==> src/design/msla_pkg.sv <==
`timescale 1ns / 1ps
// ----------------------------------------------------------------------------
// msla_pkg: shared types, codes and helper functions
// character classes, mnemonic and status codes, operand roles, encoder
// ----------------------------------------------------------------------------
package msla_pkg;

  localparam int QDEPTH = 2;
  localparam int QAW    = $clog2(QDEPTH);

  localparam int IMM_LONG_BITS  = 26;
  localparam int IMM_SHORT_BITS = 16;

  localparam logic [7:0] CH_NL     = 8'd10;
  localparam logic [7:0] CH_SP     = 8'd32;
  localparam logic [7:0] CH_DOLLAR = 8'h24;
  localparam logic [7:0] CH_LPAREN = 8'h28;
  localparam logic [7:0] CH_RPAREN = 8'h29;
  localparam logic [7:0] CH_PLUS   = 8'h2B;
  localparam logic [7:0] CH_COMMA  = 8'h2C;
  localparam logic [7:0] CH_MINUS  = 8'h2D;
  localparam logic [7:0] CH_ZERO   = 8'h30;
  localparam logic [7:0] CH_NINE   = 8'h39;

  localparam logic [5:0] OP_LW   = 6'h23;
  localparam logic [5:0] OP_SW   = 6'h2B;
  localparam logic [5:0] OP_BEQ  = 6'h04;
  localparam logic [5:0] OP_J    = 6'h02;
  localparam logic [5:0] FN_ADD  = 6'h20;
  localparam logic [5:0] FN_SUB  = 6'h22;
  localparam logic [5:0] FN_AND  = 6'h24;
  localparam logic [5:0] FN_OR   = 6'h25;
  localparam logic [5:0] FN_SLT  = 6'h2A;

  typedef enum logic [3:0] {
    MN_NONE, MN_ADD, MN_SUB, MN_AND, MN_OR, MN_SLT, MN_LW, MN_SW, MN_BEQ, MN_J
  } mnem_t;

  typedef enum logic [2:0] {
    ROLE_NONE, ROLE_RS, ROLE_RT, ROLE_RD, ROLE_IMM, ROLE_MEM
  } role_t;

  typedef enum logic [1:0] {
    ST_OK, ST_TOKENS, ST_MNEM, ST_REG
  } status_t;

  typedef enum logic [1:0] {
    PP_OFFSET, PP_BASE, PP_CLOSED
  } paren_t;

  // classified character as it sits in the queue
  typedef struct packed {
    logic [7:0] ch;
    logic       eof;
    logic       digit;
    logic [3:0] dval;
    logic       sep;
    logic       nl;
  } chr_t;

  // register operand scanner state
  typedef struct packed {
    logic       valid;
    logic [2:0] cp;
    logic [5:0] accum;
  } regp_t;

  // immediate scanner state
  typedef struct packed {
    logic [2:0]                 cp;
    logic                       neg;
    logic [IMM_LONG_BITS-1:0]   accum;
  } immp_t;

  // queue status seen by the producer and the consumer
  typedef struct packed {
    logic full;
    logic empty;
  } qstat_t;

  // bytes past the token length count as nul, so a nul inside a short
  // token ends the name early
  function automatic mnem_t decode_mnemonic(input logic [7:0] c0, input logic [7:0] c1,
                                            input logic [7:0] c2, input logic [2:0] len);
    mnem_t       m;
    logic [23:0] txt;
    m   = MN_NONE;
    txt = {c0, (len >= 3'd2) ? c1 : 8'd0, (len >= 3'd3) ? c2 : 8'd0};
    if (len >= 3'd1 && len <= 3'd3) begin
      unique case (txt)
        "add":           m = MN_ADD;
        "sub":           m = MN_SUB;
        "and":           m = MN_AND;
        "slt":           m = MN_SLT;
        "beq":           m = MN_BEQ;
        {"or", 8'h00}:   m = MN_OR;
        {"lw", 8'h00}:   m = MN_LW;
        {"sw", 8'h00}:   m = MN_SW;
        {"j", 16'h0000}: m = MN_J;
        default:         m = MN_NONE;
      endcase
    end
    return m;
  endfunction

  function automatic role_t role_of(input logic [2:0] t, input mnem_t m);
    role_t r;
    r = ROLE_NONE;
    unique case (m) inside
      MN_ADD, MN_SUB, MN_AND, MN_OR, MN_SLT: begin
        r = (t == 3'd2) ? ROLE_RD : (t == 3'd3) ? ROLE_RS :
            (t == 3'd4) ? ROLE_RT : ROLE_NONE;
      end
      MN_LW, MN_SW: begin
        r = (t == 3'd2) ? ROLE_RT : (t == 3'd3) ? ROLE_MEM : ROLE_NONE;
      end
      MN_BEQ: begin
        r = (t == 3'd2) ? ROLE_RS : (t == 3'd3) ? ROLE_RT :
            (t == 3'd4) ? ROLE_IMM : ROLE_NONE;
      end
      MN_J: begin
        r = (t == 3'd2) ? ROLE_IMM : ROLE_NONE;
      end
      default: r = ROLE_NONE;
    endcase
    return r;
  endfunction

  // one byte of a register operand: '$', one or two digits, optional comma
  function automatic regp_t reg_char(input regp_t s, input chr_t c);
    regp_t r;
    logic [5:0] acc10;
    r = s;
    acc10 = (s.accum << 3) + (s.accum << 1) + {2'b00, c.dval};
    if (s.valid) begin
      case (s.cp)
        3'd0: begin
          if (c.ch != CH_DOLLAR) r.valid = 1'b0;
          r.cp = 3'd1;
        end
        3'd1: begin
          if (c.digit) begin
            r.accum = {2'b00, c.dval};
            r.cp    = 3'd2;
          end else begin
            r.valid = 1'b0;
          end
        end
        3'd2: begin
          if (c.digit) begin
            if (s.accum < 6'd1 || s.accum > 6'd3) begin
              r.valid = 1'b0;
            end else begin
              r.accum = acc10;
              if (acc10 > 6'd31) r.valid = 1'b0;
              r.cp = 3'd3;
            end
          end else if (c.ch == CH_COMMA) begin
            r.cp = 3'd4;
          end else begin
            r.valid = 1'b0;
          end
        end
        3'd3: begin
          if (c.ch == CH_COMMA) r.cp = 3'd4;
          else r.valid = 1'b0;
        end
        default: r.valid = 1'b0;
      endcase
    end
    return r;
  endfunction

  // one byte of a decimal immediate: optional sign, digits until a non-digit
  function automatic immp_t imm_char(input immp_t s, input chr_t c);
    immp_t r;
    r = s;
    if (s.cp == 3'd0) begin
      if (c.ch == CH_MINUS) begin
        r.neg = 1'b1;
        r.cp  = 3'd1;
      end else if (c.ch == CH_PLUS) begin
        r.cp = 3'd1;
      end else if (c.digit) begin
        r.accum = {{(IMM_LONG_BITS-4){1'b0}}, c.dval};
        r.cp    = 3'd1;
      end else begin
        r.cp = 3'd2;
      end
    end else if (s.cp == 3'd1) begin
      if (c.digit) begin
        r.accum = (s.accum << 3) + (s.accum << 1) + {{(IMM_LONG_BITS-4){1'b0}}, c.dval};
      end else begin
        r.cp = 3'd2;
      end
    end
    return r;
  endfunction

  function automatic logic [31:0] encode(input mnem_t m, input logic [4:0] rs,
                                         input logic [4:0] rt, input logic [4:0] rd,
                                         input logic [IMM_LONG_BITS-1:0] acc,
                                         input logic neg);
    logic [IMM_LONG_BITS-1:0]  imm;
    logic [IMM_SHORT_BITS-1:0] imm16;
    logic [31:0]               w;
    imm   = neg ? ({IMM_LONG_BITS{1'b0}} - acc) : acc;
    imm16 = imm[IMM_SHORT_BITS-1:0];
    unique case (m)
      MN_ADD:  w = {6'd0, rs, rt, rd, 5'd0, FN_ADD};
      MN_SUB:  w = {6'd0, rs, rt, rd, 5'd0, FN_SUB};
      MN_AND:  w = {6'd0, rs, rt, rd, 5'd0, FN_AND};
      MN_OR:   w = {6'd0, rs, rt, rd, 5'd0, FN_OR};
      MN_SLT:  w = {6'd0, rs, rt, rd, 5'd0, FN_SLT};
      MN_LW:   w = {OP_LW, rs, rt, imm16};
      MN_SW:   w = {OP_SW, rs, rt, imm16};
      MN_BEQ:  w = {OP_BEQ, rs, rt, imm16};
      default: w = {OP_J, imm};
    endcase
    return w;
  endfunction

endpackage

==> src/design/msla_front.sv <==
`timescale 1ns / 1ps
// ----------------------------------------------------------------------------
// msla_front: input side
// takes text bytes and classifies them for the parser queue
// ----------------------------------------------------------------------------
module msla_front (
  input  logic            s_tvalid,
  output logic            s_tready,
  input  logic [7:0]      s_char,
  input  logic            s_eof,
  input  msla_pkg::qstat_t qstat,
  output logic            push,
  output msla_pkg::chr_t  push_data
);
  import msla_pkg::*;

  assign s_tready = !qstat.full;
  assign push     = s_tvalid && !qstat.full;

  always_comb begin
    push_data.ch    = s_char;
    push_data.eof   = s_eof;
    push_data.digit = (s_char >= CH_ZERO) && (s_char <= CH_NINE);
    push_data.dval  = 4'(s_char - CH_ZERO);
    push_data.sep   = (s_char == CH_SP);
    push_data.nl    = (s_char == CH_NL);
  end

endmodule

==> src/design/msla_queue.sv <==
`timescale 1ns / 1ps
// ----------------------------------------------------------------------------
// msla_queue: classified character queue
// short fifo that decouples the front from the parser
// ----------------------------------------------------------------------------
module msla_queue (
  input  logic             clk,
  input  logic             rst,
  input  logic             push,
  input  msla_pkg::chr_t   push_data,
  input  logic             pop,
  output msla_pkg::chr_t   pop_data,
  output msla_pkg::qstat_t qstat
);
  import msla_pkg::*;

  chr_t           entries [QDEPTH];
  logic [QAW-1:0] wr_ptr;
  logic [QAW-1:0] rd_ptr;
  logic [QAW:0]   count;

  assign qstat.full  = (count == (QAW+1)'(QDEPTH));
  assign qstat.empty = (count == '0);
  assign pop_data    = entries[rd_ptr];

  always_ff @(posedge clk) begin
    if (push) entries[wr_ptr] <= push_data;
  end

  always_ff @(posedge clk) begin
    if (rst) begin
      wr_ptr <= '0;
      rd_ptr <= '0;
      count  <= '0;
    end else begin
      if (push) wr_ptr <= (wr_ptr == QAW'(QDEPTH-1)) ? '0 : wr_ptr + 1'b1;
      if (pop)  rd_ptr <= (rd_ptr == QAW'(QDEPTH-1)) ? '0 : rd_ptr + 1'b1;
      case ({push, pop})
        2'b10:   count <= count + 1'b1;
        2'b01:   count <= count - 1'b1;
        default: count <= count;
      endcase
    end
  end

endmodule

==> src/design/msla_back.sv <==
`timescale 1ns / 1ps
// ----------------------------------------------------------------------------
// msla_back: line parser and encoder
// tokenizes, decodes operands, and registers one word per closed line
// ----------------------------------------------------------------------------
module msla_back (
  input  logic                 clk,
  input  logic                 rst,
  input  msla_pkg::qstat_t     qstat,
  input  msla_pkg::chr_t       q_data,
  output logic                 pop,
  output logic                 m_tvalid,
  input  logic                 m_tready,
  output logic [31:0]          m_word,
  output msla_pkg::status_t    m_status,
  output logic                 m_write_ok
);
  import msla_pkg::*;

  logic [2:0]               token_index, token_index_next;
  logic                     in_token, in_token_next;
  logic [2:0]               char_position, char_position_next;
  mnem_t                    mnemonic_match, mnemonic_match_next;
  logic [7:0]               mnem0, mnem0_next, mnem1, mnem1_next, mnem2, mnem2_next;
  logic [5:0]               reg_accum, reg_accum_next;
  logic                     reg_valid, reg_valid_next;
  logic [4:0]               source_reg, source_reg_next;
  logic [4:0]               target_reg, target_reg_next;
  logic [4:0]               dest_reg, dest_reg_next;
  logic [IMM_LONG_BITS-1:0] imm_accum, imm_accum_next;
  logic                     imm_negative, imm_negative_next;
  paren_t                   paren_phase, paren_phase_next;
  status_t                  pending_status, pending_status_next;
  logic                     sticky_error, sticky_error_next;

  logic                     res_valid;
  logic [31:0]              res_word;
  status_t                  res_status;
  logic                     res_ok;

  assign pop = !qstat.empty && (!m_tvalid || m_tready);

  always_comb begin
    regp_t      rp;
    immp_t      ip;
    role_t      role;
    logic [2:0] need;
    status_t    st;
    chr_t       c;

    c = q_data;
    token_index_next    = token_index;
    in_token_next       = in_token;
    char_position_next  = char_position;
    mnemonic_match_next = mnemonic_match;
    mnem0_next          = mnem0;
    mnem1_next          = mnem1;
    mnem2_next          = mnem2;
    reg_accum_next      = reg_accum;
    reg_valid_next      = reg_valid;
    source_reg_next     = source_reg;
    target_reg_next     = target_reg;
    dest_reg_next       = dest_reg;
    imm_accum_next      = imm_accum;
    imm_negative_next   = imm_negative;
    paren_phase_next    = paren_phase;
    pending_status_next = pending_status;
    sticky_error_next   = sticky_error;
    res_valid  = 1'b0;
    res_word   = '0;
    res_status = ST_OK;
    res_ok     = 1'b0;
    rp   = '0;
    ip   = '0;
    role = ROLE_NONE;
    need = 3'd0;
    st   = ST_OK;

    if (pop) begin
      // token byte
      if (!c.sep && !c.nl) begin
        if (!in_token_next) begin
          if (token_index_next != 3'd7) token_index_next = token_index_next + 3'd1;
          in_token_next      = 1'b1;
          char_position_next = 3'd0;
          reg_accum_next     = 6'd0;
          reg_valid_next     = 1'b1;
          paren_phase_next   = PP_OFFSET;
        end
        if (token_index_next == 3'd1) begin
          // mnemonic: keep the first three bytes, count up to seven
          case (char_position_next)
            3'd0:    mnem0_next = c.ch;
            3'd1:    mnem1_next = c.ch;
            3'd2:    mnem2_next = c.ch;
            default: ;
          endcase
          if (char_position_next != 3'd7) char_position_next = char_position_next + 3'd1;
        end else begin
          role = role_of(token_index_next, mnemonic_match_next);
          rp.valid = reg_valid_next;
          rp.cp    = char_position_next;
          rp.accum = reg_accum_next;
          ip.cp    = char_position_next;
          ip.neg   = imm_negative_next;
          ip.accum = imm_accum_next;
          unique case (role)
            ROLE_RS, ROLE_RT, ROLE_RD: begin
              rp = reg_char(rp, c);
              reg_valid_next     = rp.valid;
              char_position_next = rp.cp;
              reg_accum_next     = rp.accum;
            end
            ROLE_IMM: begin
              ip = imm_char(ip, c);
              char_position_next = ip.cp;
              imm_negative_next  = ip.neg;
              imm_accum_next     = ip.accum;
            end
            ROLE_MEM: begin
              case (paren_phase_next)
                PP_OFFSET: begin
                  if (c.ch == CH_LPAREN) begin
                    paren_phase_next   = PP_BASE;
                    char_position_next = 3'd0;
                    reg_accum_next     = 6'd0;
                    reg_valid_next     = 1'b1;
                  end else begin
                    ip = imm_char(ip, c);
                    char_position_next = ip.cp;
                    imm_negative_next  = ip.neg;
                    imm_accum_next     = ip.accum;
                  end
                end
                PP_BASE: begin
                  if (c.ch == CH_RPAREN) begin
                    if (reg_valid_next && char_position_next >= 3'd2) begin
                      source_reg_next = reg_accum_next[4:0];
                    end else begin
                      pending_status_next = ST_REG;
                    end
                    paren_phase_next = PP_CLOSED;
                  end else begin
                    rp = reg_char(rp, c);
                    reg_valid_next     = rp.valid;
                    char_position_next = rp.cp;
                    reg_accum_next     = rp.accum;
                  end
                end
                default: ;
              endcase
            end
            default: ;
          endcase
        end
      end

      // token end
      if ((c.sep || c.nl || c.eof) && in_token_next) begin
        in_token_next = 1'b0;
        if (token_index_next == 3'd1) begin
          mnemonic_match_next = decode_mnemonic(mnem0_next, mnem1_next, mnem2_next,
                                                char_position_next);
        end else begin
          role = role_of(token_index_next, mnemonic_match_next);
          unique case (role)
            ROLE_RS, ROLE_RT, ROLE_RD: begin
              if (reg_valid_next && char_position_next >= 3'd2) begin
                case (role)
                  ROLE_RS: source_reg_next = reg_accum_next[4:0];
                  ROLE_RT: target_reg_next = reg_accum_next[4:0];
                  default: dest_reg_next   = reg_accum_next[4:0];
                endcase
              end else begin
                pending_status_next = ST_REG;
              end
            end
            ROLE_MEM: begin
              if (paren_phase_next != PP_CLOSED) pending_status_next = ST_REG;
            end
            default: ;
          endcase
        end
      end

      // line close
      if (c.nl || c.eof) begin
        unique case (mnemonic_match_next) inside
          MN_NONE, MN_ADD, MN_SUB, MN_AND, MN_OR, MN_SLT: need = 3'd4;
          MN_J:                                           need = 3'd1;
          default:                                        need = 3'd3;
        endcase
        if (token_index_next > 3'd4)            st = ST_TOKENS;
        else if (mnemonic_match_next == MN_NONE) st = ST_MNEM;
        else if (token_index_next < need)        st = ST_REG;
        else                                     st = pending_status_next;
        if (st == ST_OK) begin
          res_word = encode(mnemonic_match_next, source_reg_next, target_reg_next,
                            dest_reg_next, imm_accum_next, imm_negative_next);
        end else begin
          sticky_error_next = 1'b1;
        end
        res_valid  = 1'b1;
        res_status = st;
        res_ok     = (st == ST_OK) && !sticky_error_next;

        token_index_next    = 3'd0;
        in_token_next       = 1'b0;
        char_position_next  = 3'd0;
        mnemonic_match_next = MN_NONE;
        mnem0_next          = 8'd0;
        mnem1_next          = 8'd0;
        mnem2_next          = 8'd0;
        reg_accum_next      = 6'd0;
        reg_valid_next      = 1'b0;
        source_reg_next     = 5'd0;
        target_reg_next     = 5'd0;
        dest_reg_next       = 5'd0;
        imm_accum_next      = '0;
        imm_negative_next   = 1'b0;
        paren_phase_next    = PP_OFFSET;
        pending_status_next = ST_OK;
      end
    end
  end

  always_ff @(posedge clk) begin
    if (rst) begin
      token_index    <= 3'd0;
      in_token       <= 1'b0;
      char_position  <= 3'd0;
      mnemonic_match <= MN_NONE;
      mnem0          <= 8'd0;
      mnem1          <= 8'd0;
      mnem2          <= 8'd0;
      reg_accum      <= 6'd0;
      reg_valid      <= 1'b0;
      source_reg     <= 5'd0;
      target_reg     <= 5'd0;
      dest_reg       <= 5'd0;
      imm_accum      <= '0;
      imm_negative   <= 1'b0;
      paren_phase    <= PP_OFFSET;
      pending_status <= ST_OK;
      sticky_error   <= 1'b0;
      m_tvalid       <= 1'b0;
    end else begin
      token_index    <= token_index_next;
      in_token       <= in_token_next;
      char_position  <= char_position_next;
      mnemonic_match <= mnemonic_match_next;
      mnem0          <= mnem0_next;
      mnem1          <= mnem1_next;
      mnem2          <= mnem2_next;
      reg_accum      <= reg_accum_next;
      reg_valid      <= reg_valid_next;
      source_reg     <= source_reg_next;
      target_reg     <= target_reg_next;
      dest_reg       <= dest_reg_next;
      imm_accum      <= imm_accum_next;
      imm_negative   <= imm_negative_next;
      paren_phase    <= paren_phase_next;
      pending_status <= pending_status_next;
      sticky_error   <= sticky_error_next;
      if (pop && res_valid) m_tvalid <= 1'b1;
      else if (m_tready)    m_tvalid <= 1'b0;
    end
  end

  // output payload, loaded only when a line closes
  always_ff @(posedge clk) begin
    if (pop && res_valid) begin
      m_word     <= res_word;
      m_status   <= res_status;
      m_write_ok <= res_ok;
    end
  end

endmodule

==> src/design/mips_subset_line_assembler_unit.sv <==
`timescale 1ns / 1ps
// ----------------------------------------------------------------------------
// mips_subset_line_assembler_unit: line assembler for a small mips subset
// turns assembly text, one byte per transaction, into one word per line
// ----------------------------------------------------------------------------
// path: the byte that closes a line is stored in the queue, then the parser
//   steps it from the queue into the output register that holds the word
// throughput: one byte per cycle, set by the parser step; a word
//   held by the sink stalls the parser, the two-entry queue then fills
// reset: synchronous, clears parser, queue, output valid and the error flag;
//   no clearing pass, bytes are taken in the first cycle after reset
// ----------------------------------------------------------------------------
module mips_subset_line_assembler_unit (
  input  logic        clk,
  input  logic        rst,
  input  logic        s_axis_tvalid,
  output logic        s_axis_tready,
  input  logic [7:0]  s_axis_tdata,   // [7:0] char_in
  input  logic        s_axis_tlast,   // end_of_file
  output logic        m_axis_tvalid,
  input  logic        m_axis_tready,
  output logic [31:0] m_axis_tdata,   // [31:0] instr_word
  output logic [2:0]  m_axis_tuser    // [1:0] line_status, [2] write_ok
);
  import msla_pkg::*;

  qstat_t  qstat;
  logic    push;
  chr_t    push_data;
  logic    pop;
  chr_t    pop_data;
  status_t status;
  logic    write_ok;

  // front: classify each byte and hand it to the queue
  msla_front u_front (
    .s_tvalid  (s_axis_tvalid),
    .s_tready  (s_axis_tready),
    .s_char    (s_axis_tdata),
    .s_eof     (s_axis_tlast),
    .qstat     (qstat),
    .push      (push),
    .push_data (push_data)
  );

  // two-entry queue so input and output can stall independently
  msla_queue u_queue (
    .clk       (clk),
    .rst       (rst),
    .push      (push),
    .push_data (push_data),
    .pop       (pop),
    .pop_data  (pop_data),
    .qstat     (qstat)
  );

  // back: tokenizer, operand scanners, encoder and output register
  msla_back u_back (
    .clk        (clk),
    .rst        (rst),
    .qstat      (qstat),
    .q_data     (pop_data),
    .pop        (pop),
    .m_tvalid   (m_axis_tvalid),
    .m_tready   (m_axis_tready),
    .m_word     (m_axis_tdata),
    .m_status   (status),
    .m_write_ok (write_ok)
  );

  // status and the write flag describe the word, so they ride in tuser
  assign m_axis_tuser = {write_ok, status};

endmodule

==> config.mk <==
export PLATFORM = sky130hd
export DESIGN_NAME = mips_subset_line_assembler_unit
export DESIGN_NICKNAME = d
export VERILOG_FILES = /design/src/design/msla_pkg.sv /design/src/design/msla_front.sv /design/src/design/msla_queue.sv /design/src/design/msla_back.sv /design/src/design/mips_subset_line_assembler_unit.sv
export SDC_FILE = /design/constraint.sdc
export NUM_CORES = 1
export LEC_CHECK = 0
export ABC_AREA = 1
export BUFFER_PORTS_ARGS = -buffer_cell sky130_fd_sc_hd__buf_2
export CAP_MARGIN = 20
export CORE_MARGIN = 8
export CORE_UTILIZATION = 25
export DETAILED_ROUTE_END_ITERATION = 16
export PLACE_DENSITY_LB_ADDON = 0.08
export RECOVER_POWER = 50
export SETUP_SLACK_MARGIN = 0.15
export SYNTH_ARGS = -nofsm -noshare
export SYNTH_HDL_FRONTEND = slang
export SYNTH_SLANG_ARGS = --single-unit
==> constraint.sdc <==
create_clock -name clk -period 4.7 [get_ports clk]
set_input_delay 0.94 -clock clk [delete_from_list [all_inputs] [get_ports clk]]
set_output_delay 0.94 -clock clk [all_outputs]
set_load 0.02 [all_outputs]
Word level (Yosys, flattened, before mapping) --
Memory sizes are Yosys's and may differ from the RTL's. A register that Yosys moved wholly into a read port is not among the register bits. Cells that the tools add are included.
Word-level totals: logic and storage cells 401, bits in writable memories 32, memories kept 1, register bits after elaboration 129, output and inout port bits 37, input port bits 13
Cells by class: muxes and demuxes 251, $add $sub $neg 12, reduce and logical (&&, ||, !) cells 38, equality and inequality tests 62, magnitude comparators 12
Memory list:
- u_queue.entries | words 2, bits a word 16, read ports 1, clocked after Yosys merged registers in 1, write ports 1, line msla_queue.sv:17 | chr_t entries [QDEPTH];
Operator list (count):
- $mux W26 | 13
- $pmux W32 S8 | 1
- $mux W9 | 27
- $eq A24 B23 Y1 const B | 9
- $mux W3 | 46
- $mux W8 | 17
- $mux W5 | 24
- $mux W4 | 21
- $mux W2 | 30
- $mux W6 | 10
- $pmux W26 S2 | 1
- $eq A8 B6 Y1 const B | 6
- $pmux W3 S4 | 4
- $pmux W6 S2 | 4
- $mux W1 | 39
- $pmux W4 S9 | 1
- $eq A4 B3 Y1 const B | 8
- $eq A3 B2 Y1 const B | 10
- $add A26 B26 Y26 | 1
- $add A26 B4 Y26 | 1
- $sub A1 B26 Y26 const A | 1
- $mux W10 | 2
- $eq A4 B2 Y1 const B | 4
- $eq A4 B4 Y1 const B | 4
- other kinds (44) | 91

Depth between registers and ports, before layout --
depth in word-level cells 60, mapped depth 43, mapped depth without buffers 41

By module --
Synthesis repeated with hierarchy kept, for this count alone.
Second synthesis, totals: cell total of the unflattened synthesis 1927, area total of the unflattened synthesis 12774.8 um2
By module, submodules not included:
- msla_back | sequential area each 2792.7 um2, cells each 1806, times used 1, area each 11141.9 um2
- msla_queue | sequential area each 1061.0 um2, cells each 83, times used 1, area each 1435.1 um2
- msla_front | sequential area each 0.0 um2, cells each 37, times used 1, area each 190.2 um2
- mips_subset_line_assembler_unit | sequential area each 0.0 um2, cells each 1, times used 1, area each 7.5 um2

Worst setup path after synthesis --
No wires, ideal clock.
path kind register to register, from reg with a tool-made name, to reg u_back.m_word[25], data pin, cell stages (with the launch flop) 29, library setup time 0.255 ns, period minus slack after synthesis 4.456 ns, path buffers 1, data arrival time 4.201 ns, data required time 4.445 ns, setup slack 0.244 ns, cells stage by stage dfxtp_1 -> inv_2 -> buf_6 -> nand2_1 -> nand2_2 -> fa_1 -> inv_1 -> fa_1 -> o21ai_0 -> a21oi_1 -> o21ai_0 -> a21oi_1 -> o21ai_0 -> inv_1 -> nand2_1 -> nand2_1 -> o21ai_0 -> o21ai_0 -> nand2_1 -> o21ai_0 -> nor2_1 -> nand3_1 -> nor2_1 -> nand3_1 -> nand2_1 -> nand2_1 -> or2_2 -> nand3_1 -> a21oi_2
RTL lines:
- end signal, assigned | line msla_back.sv:273 | m_word <= res_word;
- end, declared | line msla_back.sv:14 | output logic [31:0] m_word,

Worst setup path in the final report --
from reg u_back.token_index[0], to reg u_back.m_word[3], data pin
Between the ends: cells in the longest elaborated chain, start to end 40, elaborated cells on any way between the ends 139, classes of those cells add/sub: 2; order compare: 6; eq/ne: 37; mux: 86; reduce/logical: 8
Ends and longest elaborated chain:
- start, declared | line msla_back.sv:20 | logic [2:0] token_index, token_index_next;
- start signal, assigned | line msla_back.sv:248 | token_index <= token_index_next;
- $add A3 B1 Y3 / $ne A3 B3 Y1 (equally long branches) | line msla_back.sv:83 | if (token_index_next != 3'd7) token_index_next = token_index_next + 3'd1;
- $mux W3 | line msla_back.sv:83
- $mux W3 | line msla_back.sv:82 | if (!in_token_next) begin
- $mux W3 | line msla_back.sv:81 | if (!c.sep && !c.nl) begin
- $mux W3 | line msla_back.sv:79 | if (pop) begin
- $eq A3 B3 Y1 | line msla_pkg.sv:112, msla_pkg.sv:119
- $mux W2 / $mux W3 (equally long branches) | line msla_pkg.sv:112, msla_pkg.sv:119
- $mux W3 (on tied branches) (2 in series) | line msla_pkg.sv:111, msla_pkg.sv:118
- (+23 left out)
- $lt A3 B3 Y1 | line msla_back.sv:195 | else if (token_index_next < need) st = ST_REG;
- $mux W2 | line msla_back.sv:195
- $mux W2 | line msla_back.sv:194 | else if (mnemonic_match_next == MN_NONE) st = ST_MNEM;
- $mux W2 | line msla_back.sv:193 | if (token_index_next > 3'd4) st = ST_TOKENS;
- $mux W2 | line msla_back.sv:187 | if (c.nl || c.eof) begin
- $mux W2 | line msla_back.sv:79
- $logic_not A2 Y1 | line msla_back.sv:197 | if (st == ST_OK) begin
- $reduce_and A3 Y1 (no source line)
Parallel ways exist; a longest one is shown, timed or not. The select of a mux whose other input is x is not followed. A chain may end at the register's enable or synchronous reset.

==> results.cfg <==
[place]
dpl-instance-area_um2 = 14500
port_buffers = 48
gp_congestion = 0.875
dpl.hpwl_um = 35300

[drt]
dr_total_vias = 13100
routedWlPerCell_um = 17.1
postRouteAntennaNets = 0
drc = 0
via_per_inst = 4.72
drt-total-wl_um = 47300
dr.pass1.iters = 5
first_iter_violations = 830

[global_routing]
grt_pass1_wl_um = 74000
antenna_found_initial = 1
track_usage_pct = 16.5
grt_pass1_vias = 12800
overflow = 0
grt_max_degree = 65

[layout]
layout-area-overhead-vs-synth_pct = 32.0
stdcell_area_um2 = 16400
multi_input_area_um2 = 8390
top_register = u_back.m_word
seq_area_um2 = 3630
drive_gt1_share_pct = 24.2
nets = 2172
reg.largest.list = u_back.m_word: 30 flops, u_back.imm_accum: 26 flops, u_queue.entries: 24 flops
largest_reg_flops = 30
final_cell_mix = 423 x nand2_1, 209 x inv_1, 203 x buf_4, 189 x a21oi_1, 143 x o21ai_0
final_util_pct = 33.4
layout_commonest_cell = nand2_1
num_antenna_cells = 0
nFillCells = 5384

[yosys]
synth_cells = 1875
yosysTopAreaCellShare_pct = 15.3
synth_edf_count = 57
ys_top_cells_by_area = dfxtp_1 15%, nand2_1 14%, edfxtp_1 14%
synthArstFlopShare_pct = 0
synth_compound_area_share_pct = 21.5
ys_seq_area_share_pct = 29.2
muxShareOfSynthArea_pct = 0.0808
avgSynthCellArea_um2 = 6.61
synth_area_um2 = 12400
yosys_warnings = 0
yosys.area_share.simple_pct = 29.8
yosysUniqueCellTypes = 65
ys_ff_latch = 152
synth.net_count = 1953
synth_top_family_by_area = simple AND/OR/NAND/NOR gates
synth-xor-area-share_pct = 2.61
synth_top_cell_by_area = dfxtp_1
synth_fa_ha_area_share_pct = 6.80
synth_flop_cell = dfxtp_1

[sta]
max_freq_mhz = 218
rsz0062_at_grt = true
relSlewSlack_pct = -119
final.period_utilization_pct = 97.7
setup_viol = 0
finalClockSkew_ns = 0.0144
hold_viol = 0
holdWs_ns = 0.440
fin_crit_ns = 4.59
tightestPinTransition_ns = 3.28
slew_violations = 60

[critical_path]
r2r_end = u_back.m_word[3]
critical_path.slowest_cell = dfxtp_2
crit_fanout = 5
r2r_slack_ns = 0.11
start_kind = flip-flop
crit_type = reg2reg
slowest_delay_ns = 0.36
reg2reg_depth = 35
end_kind = flip-flop
crit_path_frequent_cell = nand2_4
cp.required_ns = 5.01
arrival_ns = 4.90
reg2reg_from = u_back.token_index[0]

[power_and_ir_drop]
power_density_nw_per_um2 = 367
finalPower_mw = 6.01
leakagePower_nw = 7.00
irDropWorstVdd_mv = 0.254

[floorplan]
die_y_um = 239
ios = 50
floorplan.initialDensity_pct = 25.3
core_um2 = 49000
die_w_um = 239
die_area_um2 = 57000
core.rowCount = 81

[clock_network]
path_clk_slew_ns = 0.07
cts.path.max_buffers = 2
clkSinkCount = 152
clk_latency_ns = 0.47
cts_max_level = 4
cts_made_buffers = 17
root_buffer = clkbuf_16
cts_tree = done

[hold_path]
min_delay_path_depth = 1
worstHoldStart = u_queue.rd_ptr
hold_class = reg2reg

[run]
drv_cap = 1

[outcome]
status = finished, violations left
violations = max-capacitance violations, max-slew violations
## timing repair
item                       4_1_cts  5_1_grt
hold endpoints to repair         0        0
resized for setup               83      166
setup endpoints to repair       33       42
cloned                           5        1
pin swaps                       31       88
setup buffers                   21       25
hold buffers                     0        0
## per-stage QoR
| step | cells | worst slack [ns] | TNS [ns] |
|---|---|---|---|
| floorplan | 1875 | 0.244 | 0 |
| global placement | 2687 | -0.147 | -1.78 |
| detailed placement | 2688 | -0.165 | -1.42 |
| CTS | 2746 | 0.129 | 0 |
| global route | 2771 | -0.213 | -5.20 |
| finish | 2771 | 0.109 | 0 |
## layer usage
metal  track usage (%)  vias to the layer above  routed length, um
met1              22.0                     6078              22600
met3              2.87                       52               2100
li1                  -                     6688                  -
met2              27.0                      256              21700
met5                 0                        -                  9
met4              4.69                        2                952
## how the worst max path moves through the flow
stage / startpoint / to / slack, ns / cells after the start
3_5_place_dp: flip-flop / u_back.m_word[19] / -0.17 / 27
2_1_floorplan: flip-flop / u_back.m_word[25] / 0.24 / 28
4_1_cts: u_back.token_index[1] / u_back.m_word[29] / 0.13 / 35
6_report: u_back.token_index[0] / u_back.m_word[3] / 0.11 / 35
3_3_place_gp: flip-flop / u_back.m_word[19] / -0.15 / 27
5_1_grt: flip-flop / u_back.m_word[3] / -0.21 / 44
## power breakdown
part	leakage [nW]	switching, mW	internal, mW
registers	1.32	0.0870	1.61
logic	5.39	1.97	0.876
clock network	0.288	0.644	0.822
## cell usage after synthesis, types with 8 or more instances
master,number
a21oi_1,196
a21oi_2,10
a31oi_1,11
clkbuf_1,53
dfxtp_1,95
edfxtp_1,57
ha_1,61
inv_1,215
inv_2,18
nand2_1,465
nand2_2,27
nand3_1,81
nand4_1,15
nor2_1,147
nor2_2,14
nor3_1,24
nor3_2,8
o211ai_1,11
o21ai_0,168
o21ai_1,15
o22ai_1,18
or2_2,20
xnor2_1,9
xor2_1,28
## logic make-up after synthesis
kind of cell	count (synthesis)
compound gates	479
other cells	1
simple gates	834
xor+xnor	37
buf+inv	306
flops	152
mux	1
fa+ha+maj	65
## worst max-delay path: cells and delay by family, from the launching register on
family / cells / cell delay, ns
simple gates: 20 / 2.08
buf+inv: 9 / 1.07
compound gates: 4 / 0.50
fa+ha+maj: 2 / 0.42
flops: 1 / 0.36
## cell type report
type,instances,share of cell area (%)
well taps,664,5.08
clock inverters,12,0.856
clock buffers,20,2.80
flip-flops and latches,152,22.2
repair buffers,271,12.3
inverters,233,5.50
multi-input cells,1419,51.3
Power figures use the tool's default switching activity.
